**src/rtl/core/rthc_pkg.sv**
```systemverilog
// ----------------------------------------------------------------------------
// rthc_pkg
// Widths, pipeline split and stage payload for the RGB to HSV converter.
// ----------------------------------------------------------------------------
`default_nettype none

package rthc_pkg;

  localparam int CHANNEL_BITS = 8;
  localparam int HUE_BITS     = 16;

  // Number of divider stages behind the front stage
  localparam int DIV_STAGES   = 4;

  // Hue divider: num * 2^HUE_QW / (6d), remainder always below 6d
  localparam int HUE_STEP     = (HUE_BITS + DIV_STAGES - 1) / DIV_STAGES;
  localparam int HUE_QW       = HUE_STEP * DIV_STAGES;
  localparam int HUE_DW       = CHANNEL_BITS + 3;
  localparam int HUE_RW       = HUE_DW + 1;
  localparam int HUE_TRIM     = HUE_QW - HUE_BITS;

  // Saturation divider: d * (2^CHANNEL_BITS - 1) / max
  localparam int SAT_STEP     = (CHANNEL_BITS + DIV_STAGES - 1) / DIV_STAGES;
  localparam int SAT_QW       = SAT_STEP * DIV_STAGES;
  localparam int SAT_RW       = CHANNEL_BITS + 1;
  localparam int SAT_TRIM     = SAT_QW - CHANNEL_BITS;
  localparam int DM_W         = 2 * CHANNEL_BITS;
  localparam int SAT_EW       = CHANNEL_BITS + SAT_QW;

  typedef struct packed {
    logic [HUE_RW-1:0]       hue_rem;
    logic [HUE_DW-1:0]       hue_div;
    logic [HUE_QW-1:0]       hue_quo;
    logic [SAT_RW-1:0]       sat_rem;
    logic [SAT_QW-1:0]       sat_low;
    logic [CHANNEL_BITS-1:0] sat_div;
    logic [SAT_QW-1:0]       sat_quo;
    logic                    grey;
    logic [CHANNEL_BITS-1:0] brightness;
    logic [CHANNEL_BITS-1:0] opacity;
  } stage_t;

endpackage

`default_nettype wire

```
**src/rtl/core/rthc_if.sv**
```systemverilog
// ----------------------------------------------------------------------------
// rthc_if
// Valid/ready channels for RGBA pixels in and HSVA pixels out.
// ----------------------------------------------------------------------------
`default_nettype none

interface rthc_pix_if;
  import rthc_pkg::*;

  logic                    valid;
  logic                    ready;
  logic [CHANNEL_BITS-1:0] red;
  logic [CHANNEL_BITS-1:0] green;
  logic [CHANNEL_BITS-1:0] blue;
  logic [CHANNEL_BITS-1:0] alpha;

  modport source (output valid, output red, output green, output blue, output alpha,
                  input ready);
  modport sink   (input valid, input red, input green, input blue, input alpha,
                  output ready);
endinterface

interface rthc_hsv_if;
  import rthc_pkg::*;

  logic                    valid;
  logic                    ready;
  logic [HUE_BITS-1:0]     hue;
  logic [CHANNEL_BITS-1:0] saturation;
  logic [CHANNEL_BITS-1:0] brightness;
  logic [CHANNEL_BITS-1:0] opacity;

  modport source (output valid, output hue, output saturation, output brightness,
                  output opacity, input ready);
  modport sink   (input valid, input hue, input saturation, input brightness,
                  input opacity, output ready);
endinterface

`default_nettype wire

```
**src/rtl/core/rthc_front.sv**
```systemverilog
// ----------------------------------------------------------------------------
// rthc_front
// First stage: max/min, hue sector numerator and divider setup.
// ----------------------------------------------------------------------------
`default_nettype none

module rthc_front (
  input  wire logic            clk_i,
  input  wire logic            rst_ni,
  rthc_pix_if.sink             pix_i,
  output logic                 vld_o,
  output rthc_pkg::stage_t     dat_o,
  input  wire logic            rdy_i
);
  import rthc_pkg::*;

  logic   vld_q;
  stage_t dat_q;
  stage_t dat_d;
  logic   rdy;

  logic [CHANNEL_BITS-1:0] mx, mn, d;
  logic [HUE_DW-1:0]       d_x, num;
  logic [DM_W-1:0]         dm;
  logic [SAT_EW-1:0]       ext;

  always_comb begin
    mx = pix_i.red;
    if (pix_i.green > mx) mx = pix_i.green;
    if (pix_i.blue > mx)  mx = pix_i.blue;
    mn = pix_i.red;
    if (pix_i.green < mn) mn = pix_i.green;
    if (pix_i.blue < mn)  mn = pix_i.blue;
    d   = mx - mn;
    d_x = HUE_DW'(d);

    // Red wins ties, then green; wrap the red sector into [0, 6d)
    if (mx == pix_i.red) begin
      if (pix_i.green >= pix_i.blue) begin
        num = HUE_DW'(pix_i.green - pix_i.blue);
      end else begin
        num = (d_x << 2) + (d_x << 1) - HUE_DW'(pix_i.blue - pix_i.green);
      end
    end else if (mx == pix_i.green) begin
      num = (d_x << 1) + HUE_DW'(pix_i.blue) - HUE_DW'(pix_i.red);
    end else begin
      num = (d_x << 2) + HUE_DW'(pix_i.red) - HUE_DW'(pix_i.green);
    end

    dm  = (DM_W'(d) << CHANNEL_BITS) - DM_W'(d);
    ext = SAT_EW'(dm) << SAT_TRIM;

    dat_d            = '0;
    dat_d.hue_rem    = HUE_RW'(num);
    dat_d.hue_div    = (d_x << 2) + (d_x << 1);
    dat_d.hue_quo    = '0;
    dat_d.sat_rem    = SAT_RW'(ext[SAT_EW-1 -: CHANNEL_BITS]);
    dat_d.sat_low    = ext[SAT_QW-1:0];
    dat_d.sat_div    = mx;
    dat_d.sat_quo    = '0;
    dat_d.grey       = (d == '0);
    dat_d.brightness = mx;
    dat_d.opacity    = pix_i.alpha;
  end

  assign rdy         = !vld_q || rdy_i;
  assign pix_i.ready = rdy;
  assign vld_o       = vld_q;
  assign dat_o       = dat_q;

  always_ff @(posedge clk_i or negedge rst_ni) begin
    if (!rst_ni) begin
      vld_q <= 1'b0;
    end else if (rdy) begin
      vld_q <= pix_i.valid;
    end
  end

  always_ff @(posedge clk_i) begin
    if (rdy && pix_i.valid) begin
      dat_q <= dat_d;
    end
  end

endmodule

`default_nettype wire

```
**src/rtl/core/rthc_div_stage.sv**
```systemverilog
// ----------------------------------------------------------------------------
// rthc_div_stage
// One pipeline slice of the hue and saturation restoring dividers.
// ----------------------------------------------------------------------------
`default_nettype none

module rthc_div_stage (
  input  wire logic              clk_i,
  input  wire logic              rst_ni,
  input  wire logic              vld_i,
  input  wire rthc_pkg::stage_t  dat_i,
  output logic                   rdy_o,
  output logic                   vld_o,
  output rthc_pkg::stage_t       dat_o,
  input  wire logic              rdy_i
);
  import rthc_pkg::*;

  logic              vld_q;
  stage_t            dat_q;
  stage_t            dat_d;
  logic [HUE_RW-1:0] hr;
  logic [SAT_RW-1:0] sr;

  always_comb begin
    dat_d = dat_i;
    hr    = '0;
    sr    = '0;
    for (int i = 0; i < HUE_STEP; i++) begin
      hr = {dat_d.hue_rem[HUE_RW-2:0], 1'b0};
      if (hr >= HUE_RW'(dat_d.hue_div)) begin
        dat_d.hue_rem = hr - HUE_RW'(dat_d.hue_div);
        dat_d.hue_quo = {dat_d.hue_quo[HUE_QW-2:0], 1'b1};
      end else begin
        dat_d.hue_rem = hr;
        dat_d.hue_quo = {dat_d.hue_quo[HUE_QW-2:0], 1'b0};
      end
    end
    for (int j = 0; j < SAT_STEP; j++) begin
      // shift in the next dividend bit
      sr            = {dat_d.sat_rem[SAT_RW-2:0], dat_d.sat_low[SAT_QW-1]};
      dat_d.sat_low = dat_d.sat_low << 1;
      if (sr >= SAT_RW'(dat_d.sat_div)) begin
        dat_d.sat_rem = sr - SAT_RW'(dat_d.sat_div);
        dat_d.sat_quo = {dat_d.sat_quo[SAT_QW-2:0], 1'b1};
      end else begin
        dat_d.sat_rem = sr;
        dat_d.sat_quo = {dat_d.sat_quo[SAT_QW-2:0], 1'b0};
      end
    end
  end

  assign rdy_o = !vld_q || rdy_i;
  assign vld_o = vld_q;
  assign dat_o = dat_q;

  always_ff @(posedge clk_i or negedge rst_ni) begin
    if (!rst_ni) begin
      vld_q <= 1'b0;
    end else if (rdy_o) begin
      vld_q <= vld_i;
    end
  end

  always_ff @(posedge clk_i) begin
    if (rdy_o && vld_i) begin
      dat_q <= dat_d;
    end
  end

endmodule

`default_nettype wire

```
**src/rtl/core/rgb_to_hsv_convert_top.sv**
```systemverilog
// ----------------------------------------------------------------------------
// rgb_to_hsv_convert_top
// RGBA to HSVA pixel converter, fully pipelined.
// ----------------------------------------------------------------------------
// Usage:
//   pix_i  carries one RGBA pixel per item (valid/ready).
//   hsv_o  carries hue (fraction of a turn), saturation, brightness (max
//          channel) and opacity (alpha copy), one item per input item, in order.
//   The pipeline has 5 register stages: one front stage (max/min and hue
//   numerator) and four divider stages, each doing a quarter of the hue and
//   saturation quotient bits. hsv_o.valid and the result come from the last
//   divider stage's register.
//   Throughput is one pixel per cycle while hsv_o is not stalled.
//   Reset clears all stage valid bits; the block then accepts pixels at once.
//   When hsv_o stalls, each stage holds its item and ready ripples back, so
//   a stage only takes a new item when its own slot frees up. No item is
//   lost or repeated.
// ----------------------------------------------------------------------------
`default_nettype none

module rgb_to_hsv_convert_top (
  input  wire logic  clk_i,
  input  wire logic  rst_ni,
  rthc_pix_if.sink   pix_i,
  rthc_hsv_if.source hsv_o
);
  import rthc_pkg::*;

  logic   vld [DIV_STAGES+1];
  logic   rdy [1:DIV_STAGES+1];
  stage_t dat [DIV_STAGES+1];

  rthc_front u_front (
    .clk_i  (clk_i),
    .rst_ni (rst_ni),
    .pix_i  (pix_i),
    .vld_o  (vld[0]),
    .dat_o  (dat[0]),
    .rdy_i  (rdy[1])
  );

  for (genvar k = 0; k < DIV_STAGES; k++) begin : g_div
    rthc_div_stage u_div (
      .clk_i  (clk_i),
      .rst_ni (rst_ni),
      .vld_i  (vld[k]),
      .dat_i  (dat[k]),
      .rdy_o  (rdy[k+1]),
      .vld_o  (vld[k+1]),
      .dat_o  (dat[k+1]),
      .rdy_i  (rdy[k+2])
    );
  end

  // last stage advances on the receiver's ready
  assign rdy[DIV_STAGES+1] = hsv_o.ready;

  // Drop the extra low quotient bits; zero out the undefined divide cases
  assign hsv_o.valid      = vld[DIV_STAGES];
  assign hsv_o.hue        = dat[DIV_STAGES].grey ? '0 :
                            HUE_BITS'(dat[DIV_STAGES].hue_quo >> HUE_TRIM);
  assign hsv_o.saturation = (dat[DIV_STAGES].brightness == '0) ? '0 :
                            CHANNEL_BITS'(dat[DIV_STAGES].sat_quo >> SAT_TRIM);
  assign hsv_o.brightness = dat[DIV_STAGES].brightness;
  assign hsv_o.opacity    = dat[DIV_STAGES].opacity;

endmodule

`default_nettype wire

```
**src/flat_wrapper.sv**
```systemverilog
// flat-port wrapper written by rule: the top's interface ports become plain ports
module rgb_to_hsv_convert_top_flat import rthc_pkg::*;
  (clk_i, rst_ni, pix_i_valid, pix_i_red, pix_i_green, pix_i_blue, pix_i_alpha, pix_i_ready, hsv_o_valid, hsv_o_hue, hsv_o_saturation, hsv_o_brightness, hsv_o_opacity, hsv_o_ready);
  rthc_pix_if pix_i_i ();
  rthc_hsv_if hsv_o_i ();
  input  wire logic clk_i;
  input  wire logic rst_ni;
  input wire logic [$bits(pix_i_i.valid)-1:0] pix_i_valid;
  input wire logic [$bits(pix_i_i.red)-1:0] pix_i_red;
  input wire logic [$bits(pix_i_i.green)-1:0] pix_i_green;
  input wire logic [$bits(pix_i_i.blue)-1:0] pix_i_blue;
  input wire logic [$bits(pix_i_i.alpha)-1:0] pix_i_alpha;
  output wire logic [$bits(pix_i_i.ready)-1:0] pix_i_ready;
  output wire logic [$bits(hsv_o_i.valid)-1:0] hsv_o_valid;
  output wire logic [$bits(hsv_o_i.hue)-1:0] hsv_o_hue;
  output wire logic [$bits(hsv_o_i.saturation)-1:0] hsv_o_saturation;
  output wire logic [$bits(hsv_o_i.brightness)-1:0] hsv_o_brightness;
  output wire logic [$bits(hsv_o_i.opacity)-1:0] hsv_o_opacity;
  input wire logic [$bits(hsv_o_i.ready)-1:0] hsv_o_ready;
  assign pix_i_i.valid = pix_i_valid;
  assign pix_i_i.red = pix_i_red;
  assign pix_i_i.green = pix_i_green;
  assign pix_i_i.blue = pix_i_blue;
  assign pix_i_i.alpha = pix_i_alpha;
  assign pix_i_ready = pix_i_i.ready;
  assign hsv_o_valid = hsv_o_i.valid;
  assign hsv_o_hue = hsv_o_i.hue;
  assign hsv_o_saturation = hsv_o_i.saturation;
  assign hsv_o_brightness = hsv_o_i.brightness;
  assign hsv_o_opacity = hsv_o_i.opacity;
  assign hsv_o_i.ready = hsv_o_ready;
  rgb_to_hsv_convert_top u_core (.clk_i(clk_i), .rst_ni(rst_ni), .pix_i(pix_i_i), .hsv_o(hsv_o_i));
endmodule
```
**config.mk**
```make
export PLATFORM = sky130hd
export DESIGN_NAME = rgb_to_hsv_convert_top_flat
export DESIGN_NICKNAME = d
export VERILOG_FILES = /design/src/rtl/core/rthc_pkg.sv /design/src/rtl/core/rthc_if.sv /design/src/rtl/core/rthc_front.sv /design/src/rtl/core/rthc_div_stage.sv /design/src/rtl/core/rgb_to_hsv_convert_top.sv /design/src/flat_wrapper.sv
export SDC_FILE = /design/constraint.sdc
export NUM_CORES = 1
export LEC_CHECK = 0
export ABC_AREA = 1
export BUFFER_PORTS_ARGS = -buffer_cell sky130_fd_sc_hd__buf_2
export CORE_UTILIZATION = 30
export DETAILED_ROUTE_END_ITERATION = 6
export HOLD_SLACK_MARGIN = 0.08
export SYNTH_ARGS = -nofsm -noshare
export SYNTH_HDL_FRONTEND = slang
export SYNTH_SLANG_ARGS = --single-unit
```
**constraint.sdc**
```tcl
create_clock -name clk_i -period 10 [get_ports clk_i]
set_input_delay 2 -clock clk_i [delete_from_list [all_inputs] [get_ports clk_i]]
set_output_delay 2 -clock clk_i [all_outputs]
set_load 0.01 [all_outputs]
```
### Yosys cells after proc, flatten, opt, wreduce, memory -nomap -nowiden

Cells that the tools add are included.

| word-level totals | value |
|---|---|
| register bits | 290 |
| logic and storage cells | 182 |

| cells by class | value |
|---|---|
| equal/unequal tests | 2 |
| $lt $le $gt $ge | 29 |
| reduce and logical (&&, ||, !) cells | 17 |
| add/subtract/negate cells | 32 |
| multiplexer cells | 55 |

Operators with widths:

| kind | count |
|---|---|
| 11-bit 2-to-1 mux | 18 |
| 12-bit by 11-bit greater-or-equal comparator with 1-bit output | 16 |
| 11-bit subtractor | 16 |
| 8-bit 2-to-1 mux | 12 |
| 9-bit by 8-bit greater-or-equal comparator with 1-bit output | 8 |
| 8-bit subtractor | 8 |
| 1-bit 2-to-1 mux | 24 |
| 8-bit by 8-bit subtractor with 9-bit output | 2 |
| 8-bit equality test | 2 |
| 8-bit greater-than comparator | 2 |
| 8-bit logical NOT | 2 |
| 8-bit less-than comparator | 2 |
| 16-bit 2-to-1 mux | 1 |
| 16-bit by 8-bit subtractor with 16-bit output | 1 |
| 10-bit by 8-bit adder with 11-bit output | 1 |
| 10-bit by 9-bit adder with 11-bit output | 1 |
| 10-bit by 8-bit subtractor with 11-bit output | 1 |
| 11-bit by 8-bit subtractor with 11-bit output | 1 |
| 9-bit by 8-bit adder with 10-bit output | 1 |
| 8-bit greater-or-equal comparator | 1 |
| 1-bit logical AND | 5 |
| 1-bit logical NOT | 5 |
| 1-bit logical OR | 5 |

### Longest topological paths before layout

| logic depth | value |
|---|---|
| depth in word-level cells | 9 |
| depth in mapped cells | 62 |
| gate-level depth less buffers | 60 |

### By module

Synthesis repeated with hierarchy kept, for this count alone.

| unflattened totals | value |
|---|---|
| cells, all modules | 3804 |
| area total of the unflattened synthesis | 32177.1 µm² |

Modules (own cells, without submodules):

| module | instances | cells each | area each (µm²) |
|---|---|---|---|
| rthc_front | 1 | 832 | 6711.4 |
| rthc_div_stage (u_core.g_div[2].u_div) | 1 | 740 | 6352.3 |
| rthc_div_stage (u_core.g_div[0].u_div) | 1 | 714 | 6332.3 |
| rthc_div_stage (u_core.g_div[3].u_div) | 1 | 726 | 6309.8 |
| rthc_div_stage (u_core.g_div[1].u_div) | 1 | 735 | 6238.5 |
| rgb_to_hsv_convert_top | 1 | 57 | 232.7 |

### Worst setup path after synthesis

No wires, ideal clock.

| timing path | value |
|---|---|
| path type | reg-to-reg |
| from | register, netlist name u_core.u_front.dat_o[34] |
| to | register u_core.g_div[0].u_div.dat_q, in the netlist u_core.g_div[0].u_div.dat_o[81], data pin |
| data required time | 9.742 ns |
| buffers on the path | 3 |
| setup slack | 1.359 ns |
| stages on the path, launching flop included | 60 |
| data arrival time | 8.383 ns |
| path through | edfxtp_1 -> inv_1 -> ha_1 -> nand3_1 -> nand2_1 -> a21oi_1 -> o21bai_1 -> a21oi_1 -> o21bai_1 -> a21o_1 -> a21oi_1 -> or2_2 -> nand3_2 -> mux2_2 -> ha_1 -> a21oi_1 -> nand2_1 -> a21oi_1 -> [24 not listed] -> clkbuf_1 -> nand2_1 -> o21ai_0 -> ha_1 -> a21oi_1 -> o31ai_1 -> nand3_1 -> nand2_1 -> a21oi_1 -> nor2_1 -> nor2_1 -> o21ai_0 -> o21ai_0 -> o211a_1 -> nand2_2 -> inv_2 -> buf_2 -> o21ai_1 |

RTL lines:

| item | line | RTL |
|---|---|---|
| to (signal assigned) | rthc_div_stage.sv:67 | `dat_q <= dat_d;` |
| to (decl) | rthc_div_stage.sv:20 | `stage_t dat_q;` |

==> metrics.txt <==
asr flop ratio synth=0.0182; layout cells sized above 1=0.0944; final setup TNS=0 ns; first-pass GRT wire length=approximately 90 mm; sequential share of the synthesized area=0.350; hold path cells=0; Crit-path slowest cell=a2111oi_0; worst reg2reg path depth=50; Synth area leader=edfxtp_1; row count=102; drt via density=4.65; clk_skew=0.0153 ns; post-DP HPWL=44.7 mm; most used cell, CP=a21oi_1; IO Port Bufs=77; largest net degree at the start of global routing=64; WL/cell=approximately 14 µm; worst r2r src=u_core.g_div[0].u_div.dat_o[71]$_DFFE_PP_; delay-heaviest family, CP=compound AO/OA/AOI/OAI gates; post-synthesis area per instance=8.57 µm²; core area=0.0776 mm²; syn nets=3116; Filler cells=8149; Nets=3196; Total Wirelength=~55 mm; Max Clock Freq=110 MHz; effective utilization at floorplan=0.303; Initial DRC Count=1056; Worst Path Class, Setup=flip-flop to flip-flop; Post-synth EDFFs=270; Tcrit/Tclk final=0.907; CP arrival=9.39 ns; die height=282 µm; vias in the first global route=17400; Boundary Pins=between 70 and 80; Worst Path Max Fanout=16; global route total overflow=0; synthesis-stage register bit count=between 200 and 300; unrepaired setup endpoints after global routing=no; Crit path buffers/inverters=5; terminus of the critical flop-to-flop path=u_core.g_div[1].u_div.dat_o[87]$_DFFE_PP_; Worst-path clk slew=about 0.060 ns; max-cap violations=0; CP Capture Type=flip-flop; CTS Root Cell=clkbuf_16; Hold WS=0.407 ns; Synth area leaders=edfxtp_1 34%, ha_1 16%, nand2_1 7.2%, inv_1 6.4%, xor2_1 5.4%; Cell Area, Synth=0.0235 mm²; hold buffers post-CTS=0; vias=around 18000; largest stage delay on the critical path=0.42 ns; required arrival time at the worst endpoint=10.32 ns; Die Width=282 µm; Worst Max-Slew Pin Slew=0.922 ns; type of the tightest min-delay check=flip-flop to flip-flop; reg2reg setup slack=0.93 ns; Skew-Pair Late Insertion Delay=0.57 ns; min cycle time layout=9.07 ns; synth cell count leaders=452 x nand2_1, 403 x inv_1, 302 x ha_1; clk buf depth=3; Worst Hold End=u_core.g_div[2].u_div.dat_o[22]$_DFFE_PP_; run status=completed; Post-Syn Instances=2746; antenna cells=0; total track usage=0.140; Fin. Hold Viols=0; Worst Hold Launch=u_core.g_div[1].u_div.dat_o[20]$_DFFE_PP_; most frequent cell after synthesis=nand2_1; Cell variety after synth=68; Post-synth top flop=edfxtp_1; YS warnings=0; DRT antenna net count=0; CTS Buf Count=30; Slew headroom=0.385; final max-slew violation count=0; Remaining DRCs=0; RePlAce Congestion=roughly 0.91; initial antenna violation count=0; critical path startpoint category=flip-flop; synth-to-layout area growth=11.2%; # setup viols final=0; CTS H-Tree Depth=1; CTS tree=built; First-pass DRT Iterations=5; CTS sink cnt=275; die area=approximately 0.08 mm²; Synth top area share=0.344
-- cells by family after synthesis --
| family | Yosys count | share of synthesized area |
|---|---|---|
| adder cells (fa/ha/maj) | 334 | 0.188 |
| AND/OR/NAND/NOR | 856 | 0.160 |
| buffers and inverters | 476 | 0.0804 |
| multiplexers | 1 | 0.000478 |
| flip-flops | 275 | 0.350 |
| AO/OA/AOI/OAI | 596 | 0.143 |
| XOR/XNOR | 208 | 0.0782 |
-- layer usage --
metal,vias up,GRT usage,wire length (µm)
met1,8247,0.194,27300
li1,9461,-,-
met4,0,0.0309,981
met5,-,0,0
met2,313,0.227,24400
met3,63,0.0207,2510
-- layout make-up --
cell class / count / area (µm²) / share of cell area
Multi-Input combinational cell: 1995 / 13500 / 0.515
Clock inverter: 18 / 156 / 0.00598
Sequential cell: 275 / 8230 / 0.315
Clock buffer: 38 / 802 / 0.0307
Timing Repair Buffer: 103 / 581 / 0.0222
Inverter: 421 / 1610 / 0.0615
Tap cell: 1040 / 1300 / 0.0497
-- worst register-to-register path, delay by kind of cell (launching register included) --
kind / cells / cell delay (ns)
compound gates: 31 / 5.02
fa+ha+maj: 4 / 1.30
simple gates: 10 / 1.14
flops: 1 / 0.40
buf+inv: 5 / 0.95
-- layout by cell type, fill, tap and decap left out, types with 28 or more instances in the layout --
cell type	n
nand2_1	452
inv_1	396
ha_1	301
edfxtp_1	270
o21ai_0	241
a21oi_1	192
nor2_1	169
xor2_1	146
nand3_1	81
buf_2	77
xnor2_1	61
o21bai_1	44
nand2_2	36
fa_1	32
clkbuf_16	31
nor3_1	29
o21ai_1	28
-- sequential cells by signal, summed over array words and instances, names as in the netlist --
register	cells
u_core.u_front.dat_o	52
u_core.u_front.vld_o	1
u_core.g_div.u_div.dat_o	218
u_core.g_div.u_div.vld_o	4
-- repair_timing --
item                                    in CTS  in global routing
endpoints found under the setup margin       0                 31
gates resized for setup                      0                 23
setup buffers                                0                 12
-- worst max path at each step --
stage / endpoint / slack, ns / cells past startpoint / startpoint
2_1_floorplan: u_core.g_div[0].u_div.dat_o[81]$_DFFE_PP_ / 1.36 / 59 / u_core.u_front.dat_o[34]$_DFFE_PP_
3_3_place_gp: u_core.g_div[0].u_div.dat_o[82]$_DFFE_PP_ / 0.54 / 56 / u_core.u_front.dat_o[69]$_DFFE_PP_
3_5_place_dp: u_core.g_div[0].u_div.dat_o[82]$_DFFE_PP_ / 0.42 / 56 / u_core.u_front.dat_o[69]$_DFFE_PP_
4_1_cts: u_core.g_div[0].u_div.dat_o[82]$_DFFE_PP_ / 0.40 / 56 / u_core.u_front.dat_o[69]$_DFFE_PP_
5_1_grt: u_core.g_div[0].u_div.dat_o[87]$_DFFE_PP_ / 0.009 / 56 / u_core.u_front.dat_o[69]$_DFFE_PP_
6_report: u_core.g_div[1].u_div.dat_o[87]$_DFFE_PP_ / 0.93 / 50 / u_core.g_div[0].u_div.dat_o[71]$_DFFE_PP_
-- metrics by stage --
stage | util | cells | cell area (µm²) | setup slack (ns)
2_1_floorplan | - | 2746 | 23500 | 1.36
3_3_place_gp | 0.323 | 3822 | 25000 | 0.544
3_5_place_dp | 0.323 | 3822 | 25000 | 0.420
4_1_cts | 0.335 | 3878 | 26000 | 0.403
5_1_grt | 0.337 | 3890 | 26200 | 0.00878
6_report | 0.337 | 3890 | 26200 | 0.932
Power is left out: the tool's default activity adds up to more than one toggle a clock period on the data nets, which glitch-free logic cannot reach.
